File: src/rtl/core/scm_pkg.sv
package scm_pkg;

  localparam int LABEL_W     = 8;
  localparam int CFG_IDX_W   = 2;
  localparam int COUNT_OUT_W = 32;
  localparam int RATIO_W     = 17;
  localparam int PCW_W       = 23;
  // Quotient register holds the low bits of every ratio, the widest being percent wrong.
  localparam int QUO_W       = PCW_W;
  localparam int PCT_SCALE   = 100;

  // Configuration register indexes.
  localparam logic [CFG_IDX_W-1:0] REG_SHADOW   = 2'd0;
  localparam logic [CFG_IDX_W-1:0] REG_MOTION   = 2'd1;
  localparam logic [CFG_IDX_W-1:0] REG_IGNORE_A = 2'd2;
  localparam logic [CFG_IDX_W-1:0] REG_IGNORE_B = 2'd3;

  localparam logic [LABEL_W-1:0] SHADOW_RST   = 8'd50;
  localparam logic [LABEL_W-1:0] MOTION_RST   = 8'd255;
  localparam logic [LABEL_W-1:0] IGNORE_A_RST = 8'd85;
  localparam logic [LABEL_W-1:0] IGNORE_B_RST = 8'd170;

  // Order in which the shared divider works through the ratios of a frame.
  typedef enum logic [2:0] {
    JOB_PREC = 3'd0,
    JOB_REC  = 3'd1,
    JOB_FNR  = 3'd2,
    JOB_SPEC = 3'd3,
    JOB_FPR  = 3'd4,
    JOB_PCW  = 3'd5,
    JOB_FM   = 3'd6
  } job_t;

  localparam int NUM_JOBS = 7;

  typedef enum logic [2:0] {
    ST_IDLE,
    ST_INIT,
    ST_STEP,
    ST_STORE,
    ST_FINISH
  } state_t;

  typedef struct packed {
    logic count_en;
    logic snap;
    logic div_init;
    logic div_step;
    logic div_store;
    logic out_load;
    job_t job;
  } dp_cmd_t;

endpackage

File: src/rtl/core/scm_ctrl.sv
module scm_ctrl #(
  parameter int COUNT_BITS = 32,
  parameter int FRAC_BITS  = 16
) (
  input  logic            clk,
  input  logic            rst_n,
  input  logic            in_valid,
  input  logic            in_last_pixel,
  output logic            in_ready,
  output logic            out_valid,
  input  logic            out_ready,
  output scm_pkg::dp_cmd_t cmd
);

  localparam int NUM_W  = COUNT_BITS + 8;
  localparam int NW     = NUM_W + FRAC_BITS;
  localparam int STEP_W = $clog2(NW);
  localparam logic [STEP_W-1:0] STEP_LAST = STEP_W'(NW - 1);

  scm_pkg::state_t state_r, state_nxt;
  scm_pkg::job_t   job_r, job_nxt;
  logic [STEP_W-1:0] step_r, step_nxt;
  logic out_valid_r, out_valid_nxt;
  logic in_fire;

  always_ff @(posedge clk) begin
    if (!rst_n) begin
      state_r     <= scm_pkg::ST_IDLE;
      job_r       <= scm_pkg::JOB_PREC;
      step_r      <= '0;
      out_valid_r <= 1'b0;
    end else begin
      state_r     <= state_nxt;
      job_r       <= job_nxt;
      step_r      <= step_nxt;
      out_valid_r <= out_valid_nxt;
    end
  end

  assign in_ready  = (state_r == scm_pkg::ST_IDLE);
  assign in_fire   = in_valid && in_ready;
  assign out_valid = out_valid_r;

  always_comb begin
    state_nxt     = state_r;
    job_nxt       = job_r;
    step_nxt      = step_r;
    cmd           = '0;
    cmd.job       = job_r;
    unique case (state_r)
      scm_pkg::ST_IDLE: begin
        cmd.count_en = in_fire;
        if (in_fire && in_last_pixel) begin
          cmd.snap  = 1'b1;
          job_nxt   = scm_pkg::JOB_PREC;
          state_nxt = scm_pkg::ST_INIT;
        end
      end
      scm_pkg::ST_INIT: begin
        cmd.div_init = 1'b1;
        step_nxt     = '0;
        state_nxt    = scm_pkg::ST_STEP;
      end
      scm_pkg::ST_STEP: begin
        cmd.div_step = 1'b1;
        if (step_r == STEP_LAST) begin
          state_nxt = scm_pkg::ST_STORE;
        end else begin
          step_nxt = step_r + 1'b1;
        end
      end
      scm_pkg::ST_STORE: begin
        cmd.div_store = 1'b1;
        if (job_r == scm_pkg::JOB_FM) begin
          state_nxt = scm_pkg::ST_FINISH;
        end else begin
          job_nxt   = scm_pkg::job_t'(job_r + 3'd1);
          state_nxt = scm_pkg::ST_INIT;
        end
      end
      scm_pkg::ST_FINISH: begin
        // The previous result must be gone before the output register is overwritten.
        if (!out_valid_r || out_ready) begin
          cmd.out_load = 1'b1;
          state_nxt    = scm_pkg::ST_IDLE;
        end
      end
      default: begin
        state_nxt = scm_pkg::ST_IDLE;
      end
    endcase
  end

  always_comb begin
    priority if (cmd.out_load) begin
      out_valid_nxt = 1'b1;
    end else if (out_ready) begin
      out_valid_nxt = 1'b0;
    end else begin
      out_valid_nxt = out_valid_r;
    end
  end

endmodule

File: src/rtl/core/scm_dp.sv
module scm_dp #(
  parameter int COUNT_BITS = 32,
  parameter int FRAC_BITS  = 16
) (
  input  logic                                clk,
  input  logic                                rst_n,
  input  scm_pkg::dp_cmd_t                    cmd,
  input  logic                                cfg_wr_en,
  input  logic [scm_pkg::CFG_IDX_W-1:0]       cfg_index,
  input  logic [scm_pkg::LABEL_W-1:0]         cfg_data,
  input  logic [scm_pkg::LABEL_W-1:0]         in_test_pixel,
  input  logic [scm_pkg::LABEL_W-1:0]         in_truth_pixel,
  output logic [scm_pkg::COUNT_OUT_W-1:0]     out_true_pos,
  output logic [scm_pkg::COUNT_OUT_W-1:0]     out_true_neg,
  output logic [scm_pkg::COUNT_OUT_W-1:0]     out_false_pos,
  output logic [scm_pkg::COUNT_OUT_W-1:0]     out_false_neg,
  output logic [scm_pkg::RATIO_W-1:0]         out_recall,
  output logic [scm_pkg::RATIO_W-1:0]         out_specificity,
  output logic [scm_pkg::RATIO_W-1:0]         out_false_pos_rate,
  output logic [scm_pkg::RATIO_W-1:0]         out_false_neg_rate,
  output logic [scm_pkg::PCW_W-1:0]           out_percent_wrong,
  output logic [scm_pkg::RATIO_W-1:0]         out_f_measure,
  output logic [scm_pkg::RATIO_W-1:0]         out_precision
);

  localparam int CB    = COUNT_BITS;
  localparam int DEN_W = CB + 2;
  localparam int NUM_W = CB + 8;
  localparam int NW    = NUM_W + FRAC_BITS;
  localparam int QW    = scm_pkg::QUO_W;
  localparam int OW    = scm_pkg::COUNT_OUT_W;
  localparam logic [QW-1:0] ONE_FX = QW'(1) << FRAC_BITS;

  // Label configuration.
  logic [scm_pkg::LABEL_W-1:0] shadow_r, motion_r, ign_a_r, ign_b_r;

  always_ff @(posedge clk) begin
    if (!rst_n) begin
      shadow_r <= scm_pkg::SHADOW_RST;
      motion_r <= scm_pkg::MOTION_RST;
      ign_a_r  <= scm_pkg::IGNORE_A_RST;
      ign_b_r  <= scm_pkg::IGNORE_B_RST;
    end else if (cfg_wr_en) begin
      unique case (cfg_index)
        scm_pkg::REG_SHADOW:   shadow_r <= cfg_data;
        scm_pkg::REG_MOTION:   motion_r <= cfg_data;
        scm_pkg::REG_IGNORE_A: ign_a_r  <= cfg_data;
        scm_pkg::REG_IGNORE_B: ign_b_r  <= cfg_data;
        default: ;
      endcase
    end
  end

  // Pixel classification and saturating counters.
  logic [scm_pkg::LABEL_W-1:0] truth_map;
  logic counted, match, test_nz;
  logic [CB-1:0] tp_r, tn_r, fp_r, fn_r;
  logic [CB-1:0] tp_nxt, tn_nxt, fp_nxt, fn_nxt;

  assign truth_map = (in_truth_pixel == shadow_r) ? motion_r : in_truth_pixel;
  assign counted   = cmd.count_en && (truth_map != ign_a_r) && (truth_map != ign_b_r);
  assign match     = (in_test_pixel == truth_map);
  assign test_nz   = (in_test_pixel != '0);

  always_comb begin
    tp_nxt = tp_r;
    tn_nxt = tn_r;
    fp_nxt = fp_r;
    fn_nxt = fn_r;
    if (counted) begin
      priority if (match && test_nz) begin
        if (tp_r != '1) tp_nxt = tp_r + 1'b1;
      end else if (match) begin
        if (tn_r != '1) tn_nxt = tn_r + 1'b1;
      end else if (test_nz) begin
        if (fp_r != '1) fp_nxt = fp_r + 1'b1;
      end else begin
        if (fn_r != '1) fn_nxt = fn_r + 1'b1;
      end
    end
  end

  always_ff @(posedge clk) begin
    if (!rst_n) begin
      tp_r <= '0;
      tn_r <= '0;
      fp_r <= '0;
      fn_r <= '0;
    end else if (cmd.snap) begin
      tp_r <= '0;
      tn_r <= '0;
      fp_r <= '0;
      fn_r <= '0;
    end else begin
      tp_r <= tp_nxt;
      tn_r <= tn_nxt;
      fp_r <= fp_nxt;
      fn_r <= fn_nxt;
    end
  end

  // Frame snapshot, including the last pixel.
  logic [CB-1:0] s_tp_r, s_tn_r, s_fp_r, s_fn_r;

  always_ff @(posedge clk) begin
    if (cmd.snap) begin
      s_tp_r <= tp_nxt;
      s_tn_r <= tn_nxt;
      s_fp_r <= fp_nxt;
      s_fn_r <= fn_nxt;
    end
  end

  // Operand selection for the current ratio.
  logic [DEN_W-1:0] d_tp_fp, d_tp_fn, d_tn_fp, d_total, d_fm;
  logic [NUM_W-1:0] wrong_sum, pcw_num;
  logic [NUM_W-1:0] num_sel;
  logic [DEN_W-1:0] den_sel;

  assign d_tp_fp   = DEN_W'(s_tp_r) + DEN_W'(s_fp_r);
  assign d_tp_fn   = DEN_W'(s_tp_r) + DEN_W'(s_fn_r);
  assign d_tn_fp   = DEN_W'(s_tn_r) + DEN_W'(s_fp_r);
  assign d_total   = d_tp_fp + DEN_W'(s_tn_r) + DEN_W'(s_fn_r);
  assign d_fm      = d_tp_fp + d_tp_fn;
  assign wrong_sum = NUM_W'(s_fn_r) + NUM_W'(s_fp_r);
  assign pcw_num   = wrong_sum * NUM_W'(scm_pkg::PCT_SCALE);

  always_comb begin
    unique case (cmd.job)
      scm_pkg::JOB_PREC: begin num_sel = NUM_W'(s_tp_r);       den_sel = d_tp_fp; end
      scm_pkg::JOB_REC:  begin num_sel = NUM_W'(s_tp_r);       den_sel = d_tp_fn; end
      scm_pkg::JOB_FNR:  begin num_sel = NUM_W'(s_fn_r);       den_sel = d_tp_fn; end
      scm_pkg::JOB_SPEC: begin num_sel = NUM_W'(s_tn_r);       den_sel = d_tn_fp; end
      scm_pkg::JOB_FPR:  begin num_sel = NUM_W'(s_fp_r);       den_sel = d_tn_fp; end
      scm_pkg::JOB_PCW:  begin num_sel = pcw_num;              den_sel = d_total; end
      scm_pkg::JOB_FM:   begin num_sel = NUM_W'({s_tp_r, 1'b0}); den_sel = d_fm;  end
      default:           begin num_sel = '0;                   den_sel = '0;      end
    endcase
  end

  // Restoring divider, one quotient bit per cycle.
  logic [NW-1:0]    dvd_r;
  logic [DEN_W-1:0] den_r, rem_r;
  logic [QW-1:0]    quo_r;
  logic [DEN_W:0]   rem_shift, rem_diff;
  logic             q_bit;

  assign rem_shift = {rem_r, dvd_r[NW-1]};
  assign rem_diff  = rem_shift - {1'b0, den_r};
  assign q_bit     = (rem_shift >= {1'b0, den_r});

  always_ff @(posedge clk) begin
    if (cmd.div_init) begin
      dvd_r <= {num_sel, {FRAC_BITS{1'b0}}};
      den_r <= den_sel;
      rem_r <= '0;
      quo_r <= '0;
    end else if (cmd.div_step) begin
      dvd_r <= dvd_r << 1;
      rem_r <= q_bit ? rem_diff[DEN_W-1:0] : rem_shift[DEN_W-1:0];
      quo_r <= {quo_r[QW-2:0], q_bit};
    end
  end

  // Per-ratio results. A zero denominator selects the default: 1.0 for precision,
  // recall, specificity and F-measure (no positives at all), zero for the rest.
  logic [QW-1:0] res_r [scm_pkg::NUM_JOBS];
  logic          one_default;

  assign one_default = (cmd.job == scm_pkg::JOB_PREC) || (cmd.job == scm_pkg::JOB_REC) ||
                       (cmd.job == scm_pkg::JOB_SPEC) || (cmd.job == scm_pkg::JOB_FM);

  always_ff @(posedge clk) begin
    if (cmd.div_store) begin
      if (den_r == '0) begin
        res_r[cmd.job] <= one_default ? ONE_FX : '0;
      end else begin
        res_r[cmd.job] <= quo_r;
      end
    end
  end

  // Output register.
  logic [CB+OW-1:0] tp_ext, tn_ext, fp_ext, fn_ext;
  logic [OW-1:0] o_tp_r, o_tn_r, o_fp_r, o_fn_r;
  logic [scm_pkg::RATIO_W-1:0] o_rec_r, o_spec_r, o_fpr_r, o_fnr_r, o_fm_r, o_prec_r;
  logic [scm_pkg::PCW_W-1:0]   o_pcw_r;

  assign tp_ext = {{OW{1'b0}}, s_tp_r};
  assign tn_ext = {{OW{1'b0}}, s_tn_r};
  assign fp_ext = {{OW{1'b0}}, s_fp_r};
  assign fn_ext = {{OW{1'b0}}, s_fn_r};

  always_ff @(posedge clk) begin
    if (cmd.out_load) begin
      o_tp_r   <= tp_ext[OW-1:0];
      o_tn_r   <= tn_ext[OW-1:0];
      o_fp_r   <= fp_ext[OW-1:0];
      o_fn_r   <= fn_ext[OW-1:0];
      o_prec_r <= res_r[scm_pkg::JOB_PREC][scm_pkg::RATIO_W-1:0];
      o_rec_r  <= res_r[scm_pkg::JOB_REC][scm_pkg::RATIO_W-1:0];
      o_fnr_r  <= res_r[scm_pkg::JOB_FNR][scm_pkg::RATIO_W-1:0];
      o_spec_r <= res_r[scm_pkg::JOB_SPEC][scm_pkg::RATIO_W-1:0];
      o_fpr_r  <= res_r[scm_pkg::JOB_FPR][scm_pkg::RATIO_W-1:0];
      o_pcw_r  <= res_r[scm_pkg::JOB_PCW][scm_pkg::PCW_W-1:0];
      o_fm_r   <= res_r[scm_pkg::JOB_FM][scm_pkg::RATIO_W-1:0];
    end
  end

  assign out_true_pos       = o_tp_r;
  assign out_true_neg       = o_tn_r;
  assign out_false_pos      = o_fp_r;
  assign out_false_neg      = o_fn_r;
  assign out_recall         = o_rec_r;
  assign out_specificity    = o_spec_r;
  assign out_false_pos_rate = o_fpr_r;
  assign out_false_neg_rate = o_fnr_r;
  assign out_percent_wrong  = o_pcw_r;
  assign out_f_measure      = o_fm_r;
  assign out_precision      = o_prec_r;

endmodule

File: src/rtl/core/segmentation_confusion_metrics.sv
// Confusion-matrix and F-measure statistics for binary segmentation masks.
// The input channel (in_valid/in_ready) carries one transaction per pixel: a test
// label, a ground-truth label and a last-pixel flag. Pixels are taken one per cycle
// while in_ready is high and counted as true/false positive/negative in saturating
// counters. The transaction with last_pixel set closes the frame: the counts
// including that pixel are snapshotted, the counters clear, and a single shared
// restoring divider computes seven ratios one after another, one quotient bit per
// cycle. in_ready is low until the result is loaded into the output register.
// The cfg port writes one label register per cycle; the user must use it only while
// the block is idle, which the block itself does not enforce.
// The result channel (out_valid/out_ready) presents counts and ratios from an output
// register; while a result waits for the receiver, pixels of the next frame are
// still accepted. If the next frame ends before the receiver takes the pending
// result, the block holds its new result and keeps in_ready low until it can load it.
// Reset (rst_n, synchronous) clears the counters, drops out_valid and restores the
// default labels: shadow 50, motion 255, ignore 85 and 170.
module segmentation_confusion_metrics #(
  parameter int COUNT_BITS = 32,
  parameter int FRAC_BITS  = 16
) (
  input  logic                            clk,
  input  logic                            rst_n,
  input  logic                            cfg_wr_en,
  input  logic [scm_pkg::CFG_IDX_W-1:0]   cfg_index,
  input  logic [scm_pkg::LABEL_W-1:0]     cfg_data,
  input  logic                            in_valid,
  output logic                            in_ready,
  input  logic [scm_pkg::LABEL_W-1:0]     in_test_pixel,
  input  logic [scm_pkg::LABEL_W-1:0]     in_truth_pixel,
  input  logic                            in_last_pixel,
  output logic                            out_valid,
  input  logic                            out_ready,
  output logic [scm_pkg::COUNT_OUT_W-1:0] out_true_pos,
  output logic [scm_pkg::COUNT_OUT_W-1:0] out_true_neg,
  output logic [scm_pkg::COUNT_OUT_W-1:0] out_false_pos,
  output logic [scm_pkg::COUNT_OUT_W-1:0] out_false_neg,
  output logic [scm_pkg::RATIO_W-1:0]     out_recall,
  output logic [scm_pkg::RATIO_W-1:0]     out_specificity,
  output logic [scm_pkg::RATIO_W-1:0]     out_false_pos_rate,
  output logic [scm_pkg::RATIO_W-1:0]     out_false_neg_rate,
  output logic [scm_pkg::PCW_W-1:0]       out_percent_wrong,
  output logic [scm_pkg::RATIO_W-1:0]     out_f_measure,
  output logic [scm_pkg::RATIO_W-1:0]     out_precision
);

  // Command bundle from the sequencer to the datapath.
  scm_pkg::dp_cmd_t cmd;

  // The controller owns both handshakes and steps the divider through the ratios.
  scm_ctrl #(
    .COUNT_BITS (COUNT_BITS),
    .FRAC_BITS  (FRAC_BITS)
  ) u_ctrl (
    .clk           (clk),
    .rst_n         (rst_n),
    .in_valid      (in_valid),
    .in_last_pixel (in_last_pixel),
    .in_ready      (in_ready),
    .out_valid     (out_valid),
    .out_ready     (out_ready),
    .cmd           (cmd)
  );

  // The datapath holds the label registers, counters, divider and output register.
  scm_dp #(
    .COUNT_BITS (COUNT_BITS),
    .FRAC_BITS  (FRAC_BITS)
  ) u_dp (
    .clk                (clk),
    .rst_n              (rst_n),
    .cmd                (cmd),
    .cfg_wr_en          (cfg_wr_en),
    .cfg_index          (cfg_index),
    .cfg_data           (cfg_data),
    .in_test_pixel      (in_test_pixel),
    .in_truth_pixel     (in_truth_pixel),
    .out_true_pos       (out_true_pos),
    .out_true_neg       (out_true_neg),
    .out_false_pos      (out_false_pos),
    .out_false_neg      (out_false_neg),
    .out_recall         (out_recall),
    .out_specificity    (out_specificity),
    .out_false_pos_rate (out_false_pos_rate),
    .out_false_neg_rate (out_false_neg_rate),
    .out_percent_wrong  (out_percent_wrong),
    .out_f_measure      (out_f_measure),
    .out_precision      (out_precision)
  );

endmodule

File: config.mk
export PLATFORM = sky130hd
export DESIGN_NAME = segmentation_confusion_metrics
export DESIGN_NICKNAME = d
export VERILOG_FILES = /design/src/rtl/core/scm_pkg.sv /design/src/rtl/core/scm_ctrl.sv /design/src/rtl/core/scm_dp.sv /design/src/rtl/core/segmentation_confusion_metrics.sv
export SDC_FILE = /design/constraint.sdc
export NUM_CORES = 2
export LEC_CHECK = 0
export BUFFER_PORTS_ARGS = -buffer_cell sky130_fd_sc_hd__buf_2
export CAP_MARGIN = 40
export CELL_PAD_IN_SITES_DETAIL_PLACEMENT = 1
export CELL_PAD_IN_SITES_GLOBAL_PLACEMENT = 1
export CORE_UTILIZATION = 40
export CTS_CLUSTER_DIAMETER = 80
export DETAILED_ROUTE_END_ITERATION = 7
export PLACE_DENSITY = 0.69
export SYNTH_ARGS = -nofsm -noshare
export SYNTH_HDL_FRONTEND = slang
export SYNTH_HIERARCHICAL = 1
export SYNTH_SLANG_ARGS = --single-unit
export TNS_END_PERCENT = 1
File: constraint.sdc
create_clock -name clk -period 12.3 [get_ports clk]
set_input_delay 1.23 -clock clk [delete_from_list [all_inputs] [get_ports clk]]
set_output_delay 1.23 -clock clk [all_outputs]
set_load 0.02 [all_outputs]
==> impl_metrics.py <==
metrics = {
    "worst_hold_path": {
        "worstHoldPathType": "flip-flop to flip-flop",
        "min_path_cells": 0,
        "hp-start": "u_dp/res_r[1][12]",
        "hold_end": "u_dp/out_recall[12]",
    },
    "placed_design": {
        "placed_area_mm2": 0.0516,
        "dp.cells": 6414,
        "gp_congestion": 0.970,
        "port_buffers": 286,
        "dpl.hpwl_um": 127000,
        "dp_slack_ns": 5.15,
    },
    "grt": {
        "grt_usage_pct": 26.3,
        "grt_first_pass_wirelength_um": 242000,
        "grt_max_degree": 84,
        "antenna_found_initial": 10,
        "first_global_vias": 38200,
        "overflow": 0,
    },
    "clock_network": {
        "h-tree-depth": 3,
        "ctsHoldBuffers": 0,
        "clk_pin_slew_worst_paths_ns": 0.06,
        "cts_sinks": 810,
        "cts_tree": "built",
        "worst_skew_pair.late_latency_ns": 0.73,
        "cts_setup_buffers": 0,
        "root_buffer": "clkbuf_16",
        "cts_resized": 0,
        "clockBufferDepth": 3,
        "cts_made_buffers": 90,
    },
    "timing": {
        "min_period_over_period_pct": 57.9,
        "fin_crit_ns": 7.12,
        "drv_slew": 0,
        "tns_ns": 0,
        "hold_viol_final": 0,
        "finClkSkew_ns": 0.0723,
        "slew-limit-headroom_pct": 37.5,
        "finalSetupViolCount": 0,
        "fin_ws_ns": 5.18,
        "worst_pin_slew_ns": 0.930,
        "clock.fmax_mhz": 141,
        "rsz0062_at_grt": "false",
    },
    "floorplan": {
        "core_mm2": 0.119,
        "design.die.area_mm2": 0.121,
        "placement_rows": 126,
        "io_pins": 287,
        "die_w_um": 348,
        "initial_core_util_pct": 40.5,
        "dieHeight_um": 348,
    },
    "final_layout": {
        "multi_input_area_mm2": 0.0241,
        "ff_latch_area_mm2": 0.0220,
        "final_cell_count_no_fill": 6585,
        "finalNetCount": 5342,
        "final.fill_count": 13200,
        "area_delta_synth_final_pct": 14.0,
        "most-common-layout-cells": "edfxtp_1 (580), inv_1 (375), ha_1 (337)",
        "drive_gt1_share_pct": 11.4,
        "mostFrequentLayoutCell": "edfxtp_1",
        "stdcell_area_mm2": 0.0547,
    },
    "power_and_ir_drop": {
        "swShare_pct": 34.0,
        "p_per_area_mw_per_mm2": 162,
        "internal_power_mw": 5.84,
        "pwr-share-seq_pct": 35.8,
        "p_sw_mw": 3.00,
        "power.total_mw": 8.84,
        "peakVddDrop_mv": 0.109,
        "leakagePower_nw": 22.4,
        "comb_power_share_pct": 32.2,
        "power_frac_clock_pct": 32.0,
    },
    "yosys": {
        "ys_seq_area_share_pct": 45.9,
        "synth-main-ff-cell": "edfxtp_1",
        "synth_cells": 4600,
        "synth_seq_cells": 810,
        "yosysWarnings": 6,
        "synth_edf_count": 580,
        "avgSynthCellArea_um2": 10.4,
        "async_flop_share_pct": 0,
        "netlist-cell-type-count": 98,
        "syn-cell-area_mm2": 0.0480,
        "synth_fp_nets": 5036,
    },
    "route": {
        "vias": 37300,
        "drtAntennaViolNets": 0,
        "wl_um": 163000,
        "drtPass1Iterations": 6,
        "avgRoutedWirePerCell_um": 24.7,
        "drt_iter0_drc": 2549,
        "drc": 0,
        "viasPerCell": 5.66,
    },
    "worst_setup_path": {
        "r2r_end": "u_dp/dvd_r[55]",
        "cp-end-kind": "flip-flop",
        "cpPeakStageDelay_ns": 0.52,
        "crit_path_frequent_cell": "ha_1",
        "reg2reg_depth": 25,
        "timing.critical_path.from_type": "flip-flop",
        "cp.required_ns": 12.78,
        "critPathArrivalTime_ns": 7.60,
        "criticalPathCategory": "flip-flop to flip-flop",
        "cp.buffers_inverters": 3,
        "crit_family": "compound AO/OA/AOI/OAI gates",
        "slowest_stage": "edfxtp_1",
        "rrSetupSlack_ns": 5.18,
        "rr_startpoint": "u_dp/s_fp_r[1]",
        "crit_fanout": 7,
    },
    "status": {
        "outcome": "complete, no violations",
    },
    "run": {
        "drv_cap": 0,
    },
}
synth_stat cells, types with 28 or more instances:
master | count | area (µm²)
a31oi_1 | 38 | 238
a221oi_1 | 28 | 245
xor2_1 | 173 | 1520
o21bai_1 | 35 | 263
a211oi_1 | 69 | 518
and3_1 | 51 | 319
clkbuf_1 | 107 | 402
nand4_1 | 58 | 363
nand3_1 | 119 | 596
ha_1 | 337 | 4220
o21ai_0 | 154 | 771
nand2b_1 | 58 | 363
mux2i_1 | 129 | 1290
a21oi_1 | 281 | 1410
nand2_1 | 301 | 1130
a21o_1 | 120 | 901
inv_1 | 375 | 1410
nor2_1 | 270 | 1010
nor4_1 | 30 | 188
fa_1 | 67 | 1340
dfxtp_1 | 230 | 4600
and2_1 | 135 | 845
edfxtp_1 | 580 | 17400
nor3_1 | 104 | 521
o211ai_1 | 47 | 353
o21a_1 | 38 | 285
xnor2_1 | 214 | 1870
nor2b_1 | 52 | 325
cell families after synthesis:
| logic type | synth area share (%) |
|---|---|
| simple gates | 13.4 |
| fa+ha+maj | 11.6 |
| xor+xnor | 7.10 |
| buf+inv | 4.12 |
| flops | 45.9 |
| mux | 2.95 |
| compound gates | 14.9 |
metal layers:
metal / track usage (%) / vias up / wire (µm)
met5: 0 / - / 0
met4: 8.70 / 0 / 5570
met3: 3.10 / 239 / 7730
met2: 45.2 / 976 / 78000
met1: 34.4 / 18700 / 71300
li1: - / 17400 / -
final cells by class:
| cell class | count | area share, % |
|---|---|---|
| multi-input cells | 3274 | 44.0 |
| diodes | 2 | 0.00914 |
| clock buffers | 120 | 4.47 |
| inverters | 376 | 2.58 |
| repair buffers | 354 | 3.80 |
| well taps | 1600 | 3.66 |
| flip-flops and latches | 810 | 40.3 |
| clock inverters | 49 | 1.28 |
flip-flops by register name (all words and copies together) (netlist names), 23 cells and up:
signal,flops
u_dp/out_true_neg,32
u_dp/quo_r,23
u_dp/rem_r,34
u_dp/fp_r,32
u_dp/s_fp_r,32
u_dp/out_false_pos,32
u_dp/fn_r,32
u_dp/tp_r,32
u_dp/s_fn_r,32
u_dp/s_tp_r,32
u_dp/res_r,125
u_dp/out_false_neg,32
u_dp/den_r,34
u_dp/tn_r,32
u_dp/dvd_r,40
u_dp/out_percent_wrong,23
u_dp/s_tn_r,32
u_dp/out_true_pos,32
worst register-to-register path, stage by stage (launching register included):
cell	delay (ns)
edfxtp_1	0.52
ha_1	0.37
a211oi_1	0.33
o21bai_1	0.20
o21a_1	0.27
a21oi_1	0.36
a2111oi_0	0.24
buf_2	0.20
or3_1	0.41
xor2_1	0.18
ha_1	0.31
ha_1	0.28
inv_1	0.05
fa_1	0.52
inv_1	0.04
ha_1	0.38
a21oi_1	0.27
nor2b_1	0.07
a2111oi_0	0.40
a22oi_1	0.15
o21ai_1	0.28
o32ai_1	0.16
or4_1	0.41
a31oi_1	0.21
xnor2_1	0.10
a22o_1	0.19
metrics by stage:
stage,utilization [%],hold WS [ns]
2_1_floorplan,-,0.400
3_3_place_gp,43.3,0.400
3_5_place_dp,43.5,0.405
4_1_cts,46.2,0.417
5_1_grt,46.2,0.418
6_report,46.2,0.411
worst max path at each step:
stage                   startpoint             end  cells after the start
finish              u_dp/s_fp_r[1]  u_dp/dvd_r[55]                     25
CTS                 u_dp/s_fp_r[1]  u_dp/dvd_r[55]                     25
global placement    u_dp/s_fp_r[1]  u_dp/dvd_r[55]                     24
floorplan           u_dp/s_fp_r[0]  u_dp/dvd_r[55]                     28
detailed placement  u_dp/s_fp_r[1]  u_dp/dvd_r[55]                     25
global route        u_dp/s_fp_r[0]  u_dp/dvd_r[54]                     27
power by group through the flow:
stage | clock (mW) | sequential, mW | combinational (mW)
finish | 2.83 | 3.16 | 2.85
global route | 2.98 | 3.17 | 3.15
CTS | 2.89 | 3.16 | 2.83
detailed placement | 0 | 3.22 | 2.81
global placement | 0 | 3.21 | 2.76
floorplan | 0 | 3.15 | 2.15
(Power assumes the default switching activity.)
